`config.mk`:
```
export PLATFORM = sky130hd
export DESIGN_NAME = rau_ctrl
export DESIGN_NICKNAME = d
export VERILOG_FILES = /design/src/hdl/rau_pkg.sv /design/src/hdl/rau_ctrl.sv
export SDC_FILE = /design/constraint.sdc
export NUM_CORES = 1
export LEC_CHECK = 0
export BUFFER_PORTS_ARGS = -buffer_cell sky130_fd_sc_hd__buf_2
export CAP_MARGIN = 20
export CORE_UTILIZATION = 30
export DETAILED_ROUTE_END_ITERATION = 10
export HOLD_SLACK_MARGIN = 0.05
export PLACE_DENSITY = 0.6
export SETUP_SLACK_MARGIN = 0.5
export SLEW_MARGIN = 25
export SYNTH_ARGS = -nofsm -noshare
export SYNTH_HDL_FRONTEND = slang
export SYNTH_SLANG_ARGS = --single-unit
```
`constraint.sdc`:
```
create_clock -name i_clk -period 3.73 [get_ports i_clk]
set_input_delay 0.5595 -clock i_clk [delete_from_list [all_inputs] [get_ports i_clk]]
set_output_delay 0.5595 -clock i_clk [all_outputs]
set_load 0.02 [all_outputs]
```
`src/hdl/rau_pkg.sv`:
```
// ----------------------------------------------------------------------------
// rau_pkg: shared types and constants for the rational arithmetic unit
// Operation codes, status codes, controller states and the command/status
// bundles that join the controller to the datapath.
// ----------------------------------------------------------------------------
package rau_pkg;

    localparam int WORD_BITS_DEF = 32;

    typedef enum logic [2:0] {
        OP_ADD = 3'd0,
        OP_SUB = 3'd1,
        OP_MUL = 3'd2,
        OP_DIV = 3'd3,
        OP_CMP = 3'd4
    } t_op;

    typedef enum logic [1:0] {
        ST_OK       = 2'd0,
        ST_ZERO_DEN = 2'd1,
        ST_DIV_ZERO = 2'd2,
        ST_OVERFLOW = 2'd3
    } t_status;

    typedef enum logic [1:0] {
        ORD_LT = 2'd0,
        ORD_EQ = 2'd1,
        ORD_GT = 2'd2
    } t_order;

    typedef enum logic [3:0] {
        S_IDLE,
        S_PROD,
        S_COMBINE,
        S_GCD_SHIFT,
        S_GCD_ODD,
        S_GCD_LOOP,
        S_GCD_FIX,
        S_DIV,
        S_FINISH,
        S_OUT
    } t_state;

    // controller -> datapath
    typedef struct packed {
        logic load;
        logic prod;
        logic combine;
        logic gcd_shift;
        logic gcd_odd;
        logic gcd_step;
        logic gcd_fix;
        logic div_init;
        logic div_step;
        logic finish;
    } t_cmd;

    // datapath -> controller
    typedef struct packed {
        logic early;      // result settled without reduction
        logic both_even;
        logic u_even;
        logic v_zero;
        logic shift_zero;
        logic div_done;
    } t_stat;

endpackage

```
`src/hdl/rau_ctrl.sv`:
```
// ----------------------------------------------------------------------------
// rau_ctrl: sequencer for the rational arithmetic unit
// Steps the datapath through products, binary GCD and quotient division.
// ----------------------------------------------------------------------------
module rau_ctrl (
    input  logic           i_clk,
    input  logic           i_rst_n,
    input  logic           i_in_valid,
    output logic           o_in_ready,
    output logic           o_out_valid,
    input  logic           i_out_ready,
    output rau_pkg::t_cmd  o_cmd,
    input  rau_pkg::t_stat i_stat
);
    import rau_pkg::*;

    t_state r_state, n_state;

    always_ff @(posedge i_clk) begin
        if (!i_rst_n) begin
            r_state <= S_IDLE;
        end else begin
            r_state <= n_state;
        end
    end

    always_comb begin
        n_state = r_state;
        unique case (r_state)
            S_IDLE:      if (i_in_valid) n_state = S_PROD;
            S_PROD:      n_state = S_COMBINE;
            S_COMBINE:   n_state = S_GCD_SHIFT;
            S_GCD_SHIFT: begin
                if (i_stat.early) n_state = S_OUT;
                else if (!i_stat.both_even) n_state = S_GCD_ODD;
            end
            S_GCD_ODD:   if (!i_stat.u_even) n_state = S_GCD_LOOP;
            S_GCD_LOOP:  if (i_stat.v_zero) n_state = S_GCD_FIX;
            S_GCD_FIX:   if (i_stat.shift_zero) n_state = S_DIV;
            S_DIV:       if (i_stat.div_done) n_state = S_FINISH;
            S_FINISH:    n_state = S_OUT;
            S_OUT:       if (i_out_ready) n_state = S_IDLE;
            default:     n_state = S_IDLE;
        endcase
    end

    always_comb begin
        o_cmd       = '0;
        o_in_ready  = 1'b0;
        o_out_valid = 1'b0;
        unique case (r_state)
            S_IDLE: begin
                o_in_ready = 1'b1;
                o_cmd.load = i_in_valid;
            end
            S_PROD:      o_cmd.prod = 1'b1;
            S_COMBINE:   o_cmd.combine = 1'b1;
            S_GCD_SHIFT: o_cmd.gcd_shift = !i_stat.early;
            S_GCD_ODD:   o_cmd.gcd_odd = 1'b1;
            S_GCD_LOOP:  o_cmd.gcd_step = 1'b1;
            S_GCD_FIX: begin
                o_cmd.gcd_fix  = 1'b1;
                o_cmd.div_init = i_stat.shift_zero;
            end
            S_DIV:       o_cmd.div_step = 1'b1;
            S_FINISH:    o_cmd.finish = 1'b1;
            S_OUT:       o_out_valid = 1'b1;
            default:     o_cmd = '0;
        endcase
    end

endmodule

```
After elaboration in Yosys (flattened, before gate mapping)
Cells that the tools add are included.
W data, S select, Z words.
{"block": "classes", "n_lt_le_gt_ge": 0, "eq_ne": 16, "n_addsub": 0, "n_div": 0, "shift": 0, "bitwise_logic": 0, "reduce_logical": 3, "mul": 0, "muxes": 20}
{"operator": "$pmux W4 S10", "n": 1}
{"operator": "$mux W4", "n": 8}
{"operator": "$eq A4 B3 Y1 const B", "n": 4}
{"operator": "$ne A2 B2 Y1 const B", "n": 6}
{"operator": "$mux W1", "n": 10}
{"operator": "$eq A4 B2 Y1 const B", "n": 2}
{"operator": "$eq A4 B4 Y1 const B", "n": 2}
{"operator": "$reduce_and A7 Y1", "n": 1}
{"operator": "$eq A4 B1 Y1 const B", "n": 1}
{"operator": "$logic_not A4 Y1", "n": 1}
{"operator": "$ne A3 B3 Y1 const B", "n": 1}
{"operator": "$mux W2", "n": 1}
{"operator": "$logic_not A1 Y1", "n": 1}
{"block": "word_totals", "latchBits": 0, "word_cells": 40, "out_inout_bits": 12, "ramBits": 0, "mem_bits_ro": 0, "in_bits": 10, "regBits": 4, "memories": 0}

Logic depth before layout (Yosys ltp)
Gate-level depths: netlist of the first run.
{"block": "depth", "ltp_word": 3, "ltp_mapped": 5}

Worst setup path after synthesis of the first run
No wires, ideal clock.
{"block": "synth_path", "path_kind": "flip-flop to output port", "startpoint": "reg r_state[3]", "endpoint": "out o_cmd[9] (netlist bit)", "slack_ps": 1662, "required_time_ps": 3171, "stages_incl_launch_ff": 5, "arrival_time_ps": 1509, "path_cell_list": "dfxtp_1 -> buf_6 -> or2_4 -> nor3_1 -> and2_1"}
{"element": "from (decl)", "line": "rau_ctrl.sv:17", "text": "t_state r_state, n_state;"}
{"element": "from (signal assigned)", "line": "rau_ctrl.sv:23", "text": "r_state <= n_state;"}
{"element": "to (decl)", "line": "rau_ctrl.sv:12", "text": "output rau_pkg::t_cmd o_cmd,"}

==> metrics.md, run 1 <==
| Metric | Value |
|---|---|
| Critical Path RT | about 3200 ps |
| Synth area leaders | dfxtp_1 (17%), nand2_1 (7.3%), nand2b_1 (6.8%) |
| DP HPWL | 848 µm |
| Worst path top cell family by delay | flip-flops |
| Worst Hold Class | reg2reg |
| Clk slew on worst S/H paths | about 40 ps |
| Syn Inst Count | slightly below 60 |
| Register Area | about 80 µm² |
| Vias in the first global route | about 410 |
| Final GP Congestion | ~0.77 |
| CP peak stage delay | 610 ps |
| Filler cells | around 150 |
| TNS Setup | 0 ps |
| Post-synth EDFFs | 0 |
| Share of the synthesized area in the top cell type | approximately 17% |
| Gr ovfl total | 0 |
| Reg-to-reg slack, setup | 1920 ps |
| Register bit count reported by yosys | 4 |
| Core Rows | 13 |
| RSZ-0062 raised after global routing | no |
| Fmax | 464 MHz |
| Most common cell in the netlist | nand2_1 |
| Worst rel slew slack | roughly 68% |
| Mapped cell area | roughly 460 µm² |
| TritonRoute pass-1 iters | 4 |
| CP endpoint kind | output port |
| Design Power | approximately 0.35 mW |
| Via Count | between 400 and 500 |
| Initial DRC count | 10 |
| Peak VDD IR | about 0.35 mV |
| Effective utilization at floorplan | between 30% and 40% |
| Setup CP Type | reg2out |
| Drt via density | around 5 |
| Diode count | 0 |
| Slew Limit Fails | 0 |
| Top reg by flops | r_state |
| CP max stage cell | dfxtp_1 |
| Area of the die | 1700 µm² |
| Area growth, synth to finish | 26.5% |
| Post-cts gate resize count | 0 |
| Post-synth ARST share | 0% |
| Longest Clk Path Bufs | 2 |
| Crit-path cells | nand2_1 -> nor3_4 -> buf_2 |
| Io pins | 22 |
| CP Launch Type | flip-flop |
| Chip height | 41.3 µm |
| Initial antenna violation count | 0 |
| Leakage | approximately 0.25 nW |
| Post-synthesis sequential area ratio | 17.3% |
| CP Buf/Inv Count | 1 |
| PortBufs | 21 |
| Post-layout nets | 90 |
| Synth cell types | 29 |
| Post-CTS Setup Bufs | 0 |
| Regs by FF count | r_state (4) |
| Minimum clock period | between 2000 and 2500 ps |
| Die W | a little over 40 µm |
| Routed WL | around 1100 µm |
| Number of flip-flops in the largest register | 4 |
| Least-Margin Pin Slew | 479 ps |
| Biggest area consumer among synthesized cells | dfxtp_1 |
| Final hold vios | 0 |
| Max cap viols | 0 |
| Layout cells sized above 1 | 41.0% |
| Net Count, Synth | between 60 and 70 |
| DRC | 0 |
| Critical path data arrival time | 1590 ps |
| Clock latency on the worst-skew pair | 230 ps |
| Clock Sinks | 4 |
| Avg Cell Area, Syn | between 7 and 8 µm² |
| H-Tree Depth | 1 |
| First-pass GRT wire length | ~1700 µm |
| YS warnings | 0 |
| Util after Layout | 42.9% |
| Final ANT Viol Nets | 0 |
| Crit share post-route | 57.8% |
| Setup Skew | 1.55 ps |
| Power per cell area | between 600 and 700 nW/µm² |
| Multi-input combinational cell area | 359 µm² |
| Top post-synthesis cells by count | nand2_1 (9), nor2_1 (8), nand2b_1 (5) |
| Status | finished clean |
| CTS tree | yes |
| # hold bufs at CTS | 0 |
| Drt wl/cell | ~12 µm |
| Setup-failing EPs final | 0 |
| Largest net degree at the start of global routing | 15 |
| Root Driver | clkbuf_4 |
| CTS buffer count | 3 |
| GRT Util Overall | between 10% and 20% |
| Top_reg_cell synth | dfxtp_1 |
| CP max FO | 14 |
| Fin Hold WS | roughly 600 ps |
| Placed cells | 90 |
| Finished Layout Cells | a little over 90 |
| Core footprint | 1370 µm² |
## cell families (layout without fill, tap and decap cells)
group	Yosys count	after routing	synth area share [%]
AND/OR/NAND/NOR	35	35	42.4
buffers and inverters	4	24	5.13
multiplexers	2	2	4.59
flip-flops	4	4	17.3
AO/OA/AOI/OAI	13	13	30.5
## where the power goes
part / switching, mW / internal, mW
Combinational: 0.113 / 0.0871
Sequential: 0.0457 / 0.0564
Clock: 0.0159 / 0.0359
Total: 0.175 / 0.179
## final cells by class
| class | count | area share [%] |
|---|---|---|
| flip-flops and latches | 4 | 13.7 |
| well taps | 15 | 3.21 |
| multi-input cells | 50 | 61.3 |
| clock buffers | 3 | 3.85 |
| repair buffers | 21 | 17.9 |
## cell usage in the layout, fill, tap and decap left out, drive strengths merged, types with 2 or more instances in the layout
cell type   n
nor2        8
nor3        4
o32ai       2
and2        2
buf        21
nand2b      6
dfxtp       4
or3         2
a2111oi     3
a211oi      2
nand2       9
clkbuf      3
## final timing paths
check                  start  cells after the start          to
hold reg to reg   r_state[2]                      2  r_state[2]
setup / recovery  r_state[0]                      3    o_cmd[6]
hold / removal    r_state[2]                      2  r_state[2]
setup reg to reg  r_state[1]                      4  r_state[1]
## routing by layer
| metal | routed length (µm) | global-route usage, % |
|---|---|---|
| met4 | 6 | 4.84 |
| met5 | 0 | 0 |
| met1 | 529 | 19.1 |
| met3 | 61 | 6.52 |
| met2 | 494 | 25.8 |
## worst register-to-register path, cell delays in order (launching register included)
cell,delay [ps]
dfxtp_1,600
mux2_2,400
nor3b_2,400
a211o_1,180
o32ai_1,90
## metrics by stage
step                area [µm²]  setup slack (ps)
global route               586              1430
finish                     586              1580
CTS                        586              1550
floorplan                  463              1660
detailed placement         563              1820
global placement           563              1860
Power figures use the tool's default switching activity.
==> run 2, diff against run 1 <==
--- a/config.mk
+++ b/config.mk
@@ -10,7 +10,7 @@
 export CORE_UTILIZATION = 30
 export DETAILED_ROUTE_END_ITERATION = 10
 export HOLD_SLACK_MARGIN = 0.05
-export PLACE_DENSITY = 0.6
+export PLACE_DENSITY = 0.62
 export SETUP_SLACK_MARGIN = 0.5
 export SLEW_MARGIN = 25
 export SYNTH_ARGS = -nofsm -noshare
==> constraint.sdc (replaced) <==
create_clock -name i_clk -period 1.9 [get_ports i_clk]
set_input_delay 0.285 -clock i_clk [delete_from_list [all_inputs] [get_ports i_clk]]
set_output_delay 0.285 -clock i_clk [all_outputs]
set_load 0.02 [all_outputs]
==> run 2 against run 1 <==
Setup slack worse by 1200 ps. Core utilization is 25 points higher. Sequential power is 82% higher. Non-clock buffer count is 16 higher. Critical path type unchanged. Combinational power grew to 4.5 times the previous value. Die area stayed put. Power grew to 3.4 times the previous value. Global-route usage is 6.2 points higher.
==> metrics.md, run 2 (synthesis results as in run 1) <==
| Metric | Value |
|---|---|
| Status | finished clean |
| RSZ-0062 raised after global routing | yes |
| Setup WS pre-CTS | 317 ps (-1500 ps) |
| DRC | 0 (unchanged) |
| GR Layer Usage met2 | 37.9% (+12 points) |
| Area growth, synth to finish | 98.9% |
| Placed Area | 611 µm² (+8.4%) |
| CP max FO | 4 (-10) |
| Area of the die | 1700 µm² (unchanged) |
| Minimum clock period | between 1500 and 2000 ps |
| Post-layout nets | 106 (+18%) |
| Initial antenna violation count | 0 (unchanged) |
| Leakage | 0.379 nW (+54%) |
| DP HPWL | 921 µm (+8.6%) |
| Diode count | 0 (unchanged) |
| Crit share post-route | 81.5% |
| Final GP Congestion | 0.792 (+2.7%) |
| CP endpoint kind | output port |
| Clock latency on the worst-skew pair | 240 ps (about the same) |
| Least-Margin Pin Slew | 393 ps (-86.3 ps) |
| Crit-path cells | or2_4 -> nor3_4 -> buf_6 |
| Met3 GRT Util | 6.52% (unchanged) |
| Number of flip-flops in the largest register | 4 (unchanged) |
| Commonest non-fill, non-tap cells in the layout | buf_4 (15), buf_6 (10), buf_2 (9) |
| Final ANT Viol Nets | 0 (unchanged) |
| First-pass GRT wire length | 2420 µm (+39%) |
| TNS Setup | 0 ps (unchanged) |
| Initial DRC count | 17 (+7) |
| Vias in the first global route | 559 (+35%) |
| Worst Hold Class | in2reg |
| Core footprint | 1370 µm² (unchanged) |
| Top reg by flops | r_state |
| Power per cell area | 1300 nW/µm² (+120%) |
| PortBufs | 21 (unchanged) |
| Critical Path RT | 1620 ps (-1550 ps) |
| # hold bufs at CTS | 0 (unchanged) |
| Fin worst setup slack | 352 ps (-1220 ps) |
| Routed WL | 1710 µm (+56%) |
| Slew Limit Fails | 0 (unchanged) |
| Setup Skew | 1.41 ps (-0.145 ps) |
| Drt via density | 5.68 (+10%) |
| Peak VDD IR | 0.877 mV (+150%) |
| Fmax | 646 MHz |
| Clk slew on worst S/H paths | 40 ps (about the same) |
| Critical path data arrival time | 1260 ps (-330 ps) |
| GRT Util Overall | 22.1% (+6.2 points) |
| Final hold vios | 0 (unchanged) |
| Final Instance Area | 921 µm² (+57%) |
| Regs by FF count | r_state (4) |
| Worst rel slew slack | 73.7% (+5.7 points) |
| Fin Hold WS | 372 ps (-221 ps) |
| Gr ovfl total | 0 (unchanged) |
| Largest net degree at the start of global routing | 11 (-4) |
| Chip height | 41.3 µm (unchanged) |
| Layout cells sized above 1 | 72.3% (+31 points) |
| Top Usage Layer GRT | met2 |
| Placed cells | 93 (+3.3%) |
| CP Launch Type | flip-flop |
| Core Rows | 13 (unchanged) |
| Clock Sinks | 4 (unchanged) |
| CP max stage cell | dfxtp_4 |
| Die W | 41.3 µm (unchanged) |
| Longest Clk Path Bufs | 2 (unchanged) |
| M1 GR Usage | 26.9% (+7.9 points) |
| CTS buffer count | 3 (unchanged) |
| Setup CP Type | reg2out |
| CP peak stage delay | 340 ps (-270 ps) |
| Commonest non-fill, non-tap cell in the layout | buf_4 |
| Root Driver | clkbuf_4 |
| Effective utilization at floorplan | 33.9% (unchanged) |
| H-Tree Depth | 1 (unchanged) |
| Max cap viols | 0 (unchanged) |
| Via Count | 619 (+29%) |
| Setup-failing EPs final | 0 (unchanged) |
| Drt wl/cell | 15.7 µm (+33%) |
| Reg-to-reg slack, setup | 400 ps (-1520 ps) |
| CTS tree | yes |
| Io pins | 22 (unchanged) |
| TritonRoute pass-1 iters | 4 (unchanged) |
| Finished Layout Cells | 109 (+17%) |
[run 2: repair_timing]
| action | CTS | global route |
|---|---|---|
| gates resized for setup | 35 | 20 |
| pin swaps | 8 | 5 |
| buffers inserted | 9 | 4 |
| setup endpoints to repair | 16 | 16 |
[run 2: cell type report]
class | instances | area (µm²)
flip-flops and latches | 4 | 92.6
multi-input cells | 50 | 477
well taps | 15 | 18.8
clock buffers | 3 | 22.5
fillers | 109 | 445
repair buffers | 37 | 310
[run 2: per-layer routing]
layer  vias up  wire length, µm
li1        286                -
met1       301              695
met2        32              893
met3         0              117
met4         0                0
met5         -                0
[run 2: worst max-delay path, delay by kind of cell, from the launching register on]
kind	cells	cell delay, ps
simple gates	2	530
buf+inv	1	150
flops	1	340
[run 2: report_power, final]
group          internal, mW  switching [mW]
Sequential            0.121          0.0651
Clock                0.0707          0.0354
Combinational         0.482           0.427
[run 2: worst paths after layout]
check,startpoint,endpoint,cells after the start
max,r_state[2],o_cmd[6],3
min,i_rst_n,r_state[0],3
min reg2reg,r_state[3],r_state[1],2
max reg2reg,r_state[1],r_state[1],4
[run 2: through the flow]
step / util (%) / power, mW
after floorplan: - / 0.540
after global placement: 44.7 / 0.687
after detailed placement: 44.7 / 0.687
after CTS: 60.3 / 1.05
after global routing: 67.4 / 1.27
final: 67.4 / 1.20
==> run 3, diff against run 2 <==
--- a/config.mk
+++ b/config.mk
@@ -5,12 +5,13 @@
 export SDC_FILE = /design/constraint.sdc
 export NUM_CORES = 1
 export LEC_CHECK = 0
+export ABC_AREA = 1
 export BUFFER_PORTS_ARGS = -buffer_cell sky130_fd_sc_hd__buf_2
 export CAP_MARGIN = 20
 export CORE_UTILIZATION = 30
 export DETAILED_ROUTE_END_ITERATION = 10
 export HOLD_SLACK_MARGIN = 0.05
-export PLACE_DENSITY = 0.62
+export PLACE_DENSITY = 0.6
 export SETUP_SLACK_MARGIN = 0.5
 export SLEW_MARGIN = 25
 export SYNTH_ARGS = -nofsm -noshare
==> constraint.sdc (replaced) <==
create_clock -name i_clk -period 1.6 [get_ports i_clk]
set_input_delay 0.24 -clock i_clk [delete_from_list [all_inputs] [get_ports i_clk]]
set_output_delay 0.24 -clock i_clk [all_outputs]
set_load 0.02 [all_outputs]
==> run 3 against run 2 <==
Combinational power up 38%. Highest routed layer is now met4. Power is 36% higher. Sequential share of layout area fell by 0.75 points. Synthesized cell count up 38%. Clock skew hardly changed. Critical path type unchanged. Synthesized area down 2.2%.
==> metrics.md, run 3 <==
| Metric | Value |
|---|---|
| DRC | 0 (unchanged) |
| Gr ovfl total | 0 (unchanged) |
| Via Count | 687 (+11%) |
| Register Area | 95.1 µm² (+2.7%) |
| Minimum clock period | ~1400 ps |
| First-pass GRT wire length | 2550 µm (+5.2%) |
| Worst R2R Start | r_state[2] |
| Slew Limit Fails | 0 (unchanged) |
| Routed WL | 1830 µm (+7.0%) |
| Drt wl/cell | 13.1 µm (-16%) |
| Hold Path Depth | 3 (unchanged) |
| Post-Synth Adder-Cell Area | 0% (unchanged) |
| Filler cells | 107 (-1.8%) |
| Area of the die | 1670 µm² (-2.0%) |
| Io pins | 22 (unchanged) |
| Final ANT Viol Nets | 0 (unchanged) |
| Critical Path RT | 1360 ps (-260 ps) |
| RSZ-0062 raised after global routing | yes |
| Synth area leaders | dfxtp_1 (18%), nand3_1 (14%), inv_1 (14%) |
| Critical path data arrival time | 1200 ps (-60 ps) |
| Number of flip-flops in the largest register | 4 (unchanged) |
| Max cap viols | 0 (unchanged) |
| TritonRoute pass-1 iters | 4 (unchanged) |
| Largest net degree at the start of global routing | 8 (-3) |
| Top_reg_cell synth | dfxtp_1 |
| Root Driver | clkbuf_4 |
| Hold path startpoint | i_rst_n |
| Biggest area consumer among synthesized cells | dfxtp_1 |
| Syn Inst Count | 80 (+38%) |
| Power per cell area | 1600 nW/µm² (+22%) |
| Peak VDD IR | 0.875 mV (-0.28%) |
| Chip height | 40.9 µm (-1.0%) |
| Setup-failing EPs final | 0 (unchanged) |
| Final GP Congestion | 0.801 (+1.1%) |
| Fin worst setup slack | 162 ps (-190 ps) |
| Most common cell in the netlist | inv_1 |
| Mapped cell area | 453 µm² (-2.2%) |
| Clock latency on the worst-skew pair | 240 ps (about the same) |
| Reg-to-reg slack, setup | 210 ps (-190 ps) |
| Effective utilization at floorplan | 33.5% (-0.33 points) |
| Setup Skew | 1.80 ps (+0.391 ps) |
| Top post-synthesis cells by count | inv_1 (17), nand3_1 (13), nor2_1 (11) |
| Setup WS pre-CTS | 298 ps (-19.2 ps) |
| Worst rel slew slack | 83.2% (+9.5 points) |
| Crit share post-route | about nine tenths |
| Reg2reg end | r_state[1] |
| Synth Area in Compound Gates | 7.46% (-23 points) |
| Setup CP Type | reg2out |
| Post-layout nets | 135 (+27%) |
| CP endpoint kind | output port |
| CP Launch Type | flip-flop |
| Die W | 40.9 µm (-1.0%) |
| YS warnings | 0 (unchanged) |
| Simple-gate share of the synthesized area | 56.6% (+14 points) |
| Regs by FF count | r_state (4) |
| H-Tree Depth | 1 (unchanged) |
| Top reg by flops | r_state |
| TNS Setup | 0 ps (unchanged) |
| Register bit count reported by yosys | 4 (unchanged) |
| Avg Cell Area, Syn | 5.66 µm² (-29%) |
| Share of the synthesized area in the top cell type | 17.7% (+0.38 points) |
| Status | finished clean |
| Diode count | 0 (unchanged) |
| Post-synthesis sequential area ratio | 17.7% (+0.38 points) |
| Core footprint | 1350 µm² (-1.2%) |
| Layout cells sized above 1 | 77.4% (+5.1 points) |
| Initial antenna violation count | 0 (unchanged) |
| Multi-input combinational cell area | 458 µm² (-3.9%) |
| Area growth, synth to finish | 126% |
| Longest Clk Path Bufs | 2 (unchanged) |
| DP HPWL | 1010 µm (+9.9%) |
| Drt via density | 4.94 (-13%) |
| Commonest non-fill, non-tap cell in the layout | buf_4 |
| Largest family of logic cells by synthesized area | simple AND/OR/NAND/NOR gates |
| Least-Margin Pin Slew | 251 ps (-142 ps) |
| Post-synth ARST share | 0% (unchanged) |
| Final hold vios | 0 (unchanged) |
| PortBufs | 21 (unchanged) |
| CP max FO | 4 (unchanged) |
| Clk slew on worst S/H paths | 40 ps (about the same) |
| Net Count, Synth | 90 (+32%) |
| Post-synth EDFFs | 0 (unchanged) |
| CTS tree | yes |
| Post-synthesis xor/xnor area fraction | 0% (unchanged) |
| Commonest non-fill, non-tap cells in the layout | buf_4 (18), buf_6 (13), nor2_4 (10) |
| Clock Sinks | 4 (unchanged) |
| Fmax | 695 MHz |
| # hold bufs at CTS | 0 (unchanged) |
| Hold worst-path end | r_state[3] |
| Leakage | 0.525 nW (+38%) |
| Vias in the first global route | 597 (+6.8%) |
| Reg2reg path depth | 9 (+5) |
| CTS buffer count | 3 (unchanged) |
| Core Rows | 13 (unchanged) |
| Synth cell types | 16 (-45%) |
| Worst Hold Class | in2reg |
| Mux share of post-synthesis cell area | 0% (-4.6 points) |
| GRT Util Overall | 23.3% (+1.2 points) |
| Initial DRC count | 21 (+4) |
==> run 3: routing by layer <==
metal	up-vias	GRT usage, %	wire length, µm
li1	336	-	-
met1	333	26.1	722
met2	16	44.9	1050
met3	2	4.89	50
met4	0	2.50	8
met5	-	0	0
==> run 3: cell families (layout without fill, tap and decap cells) <==
| family | count (synthesis) | after routing |
|---|---|---|
| buf+inv | 22 | 66 |
| simple gates | 48 | 48 |
| flops | 4 | 4 |
| compound gates | 6 | 6 |
==> run 3: worst max-delay path by stage <==
stage                     startpoint  endpoint  slack, ps  cells past startpoint
after floorplan           r_state[2]  o_cmd[2]        420                      4
after global placement    r_state[2]  o_cmd[2]        290                      5
after detailed placement  r_state[2]  o_cmd[2]        300                      5
after CTS                 r_state[1]  o_cmd[2]        190                      5
after global routing      r_state[2]  o_cmd[1]        120                      6
final                     r_state[2]  o_cmd[1]        160                      6
==> run 3: layout make-up <==
class                   count  share of cell area [%]
inverters                  22                    9.55
multi-input cells          54                    44.8
repair buffers             40                    31.9
clock buffers               4                    2.57
flip-flops and latches      4                    9.30
well taps                  15                    1.84
==> run 3: critical path, cell delays in order, from the launching register on <==
cell	delay, ps
dfxtp_4	380
inv_4	50
nor2_4	160
buf_4	140
nand2_2	60
inv_2	50
buf_6	100
==> run 3: what timing repair did <==
item	4_1_cts	5_1_grt
endpoints found under the hold margin	0	0
gates resized for setup	49	13
endpoints found under the setup margin	16	16
pin swaps	17	15
buffers inserted	16	3
==> run 3: metrics by stage <==
step / cells / total power, mW / utilization (%) / cell area [µm²] / hold WS (ps)
CTS: 136 / 1.48 / 70.2 / 947 / 234
floorplan: 80 / 0.762 / - / 526 / 349
global route: 139 / 1.73 / 75.7 / 1020 / 255
global placement: 116 / 0.915 / 48.1 / 649 / 497
detailed placement: 116 / 0.915 / 48.1 / 649 / 496
finish: 139 / 1.63 / 75.7 / 1020 / 240
==> run 3: power breakdown <==
group	internal (mW)	leakage (nW)	switching [mW]
Combinational	0.566	0.474	0.686
Clock	0.0942	0.0150	0.0508
Sequential	0.150	0.0356	0.0840
Total	0.810	0.525	0.821
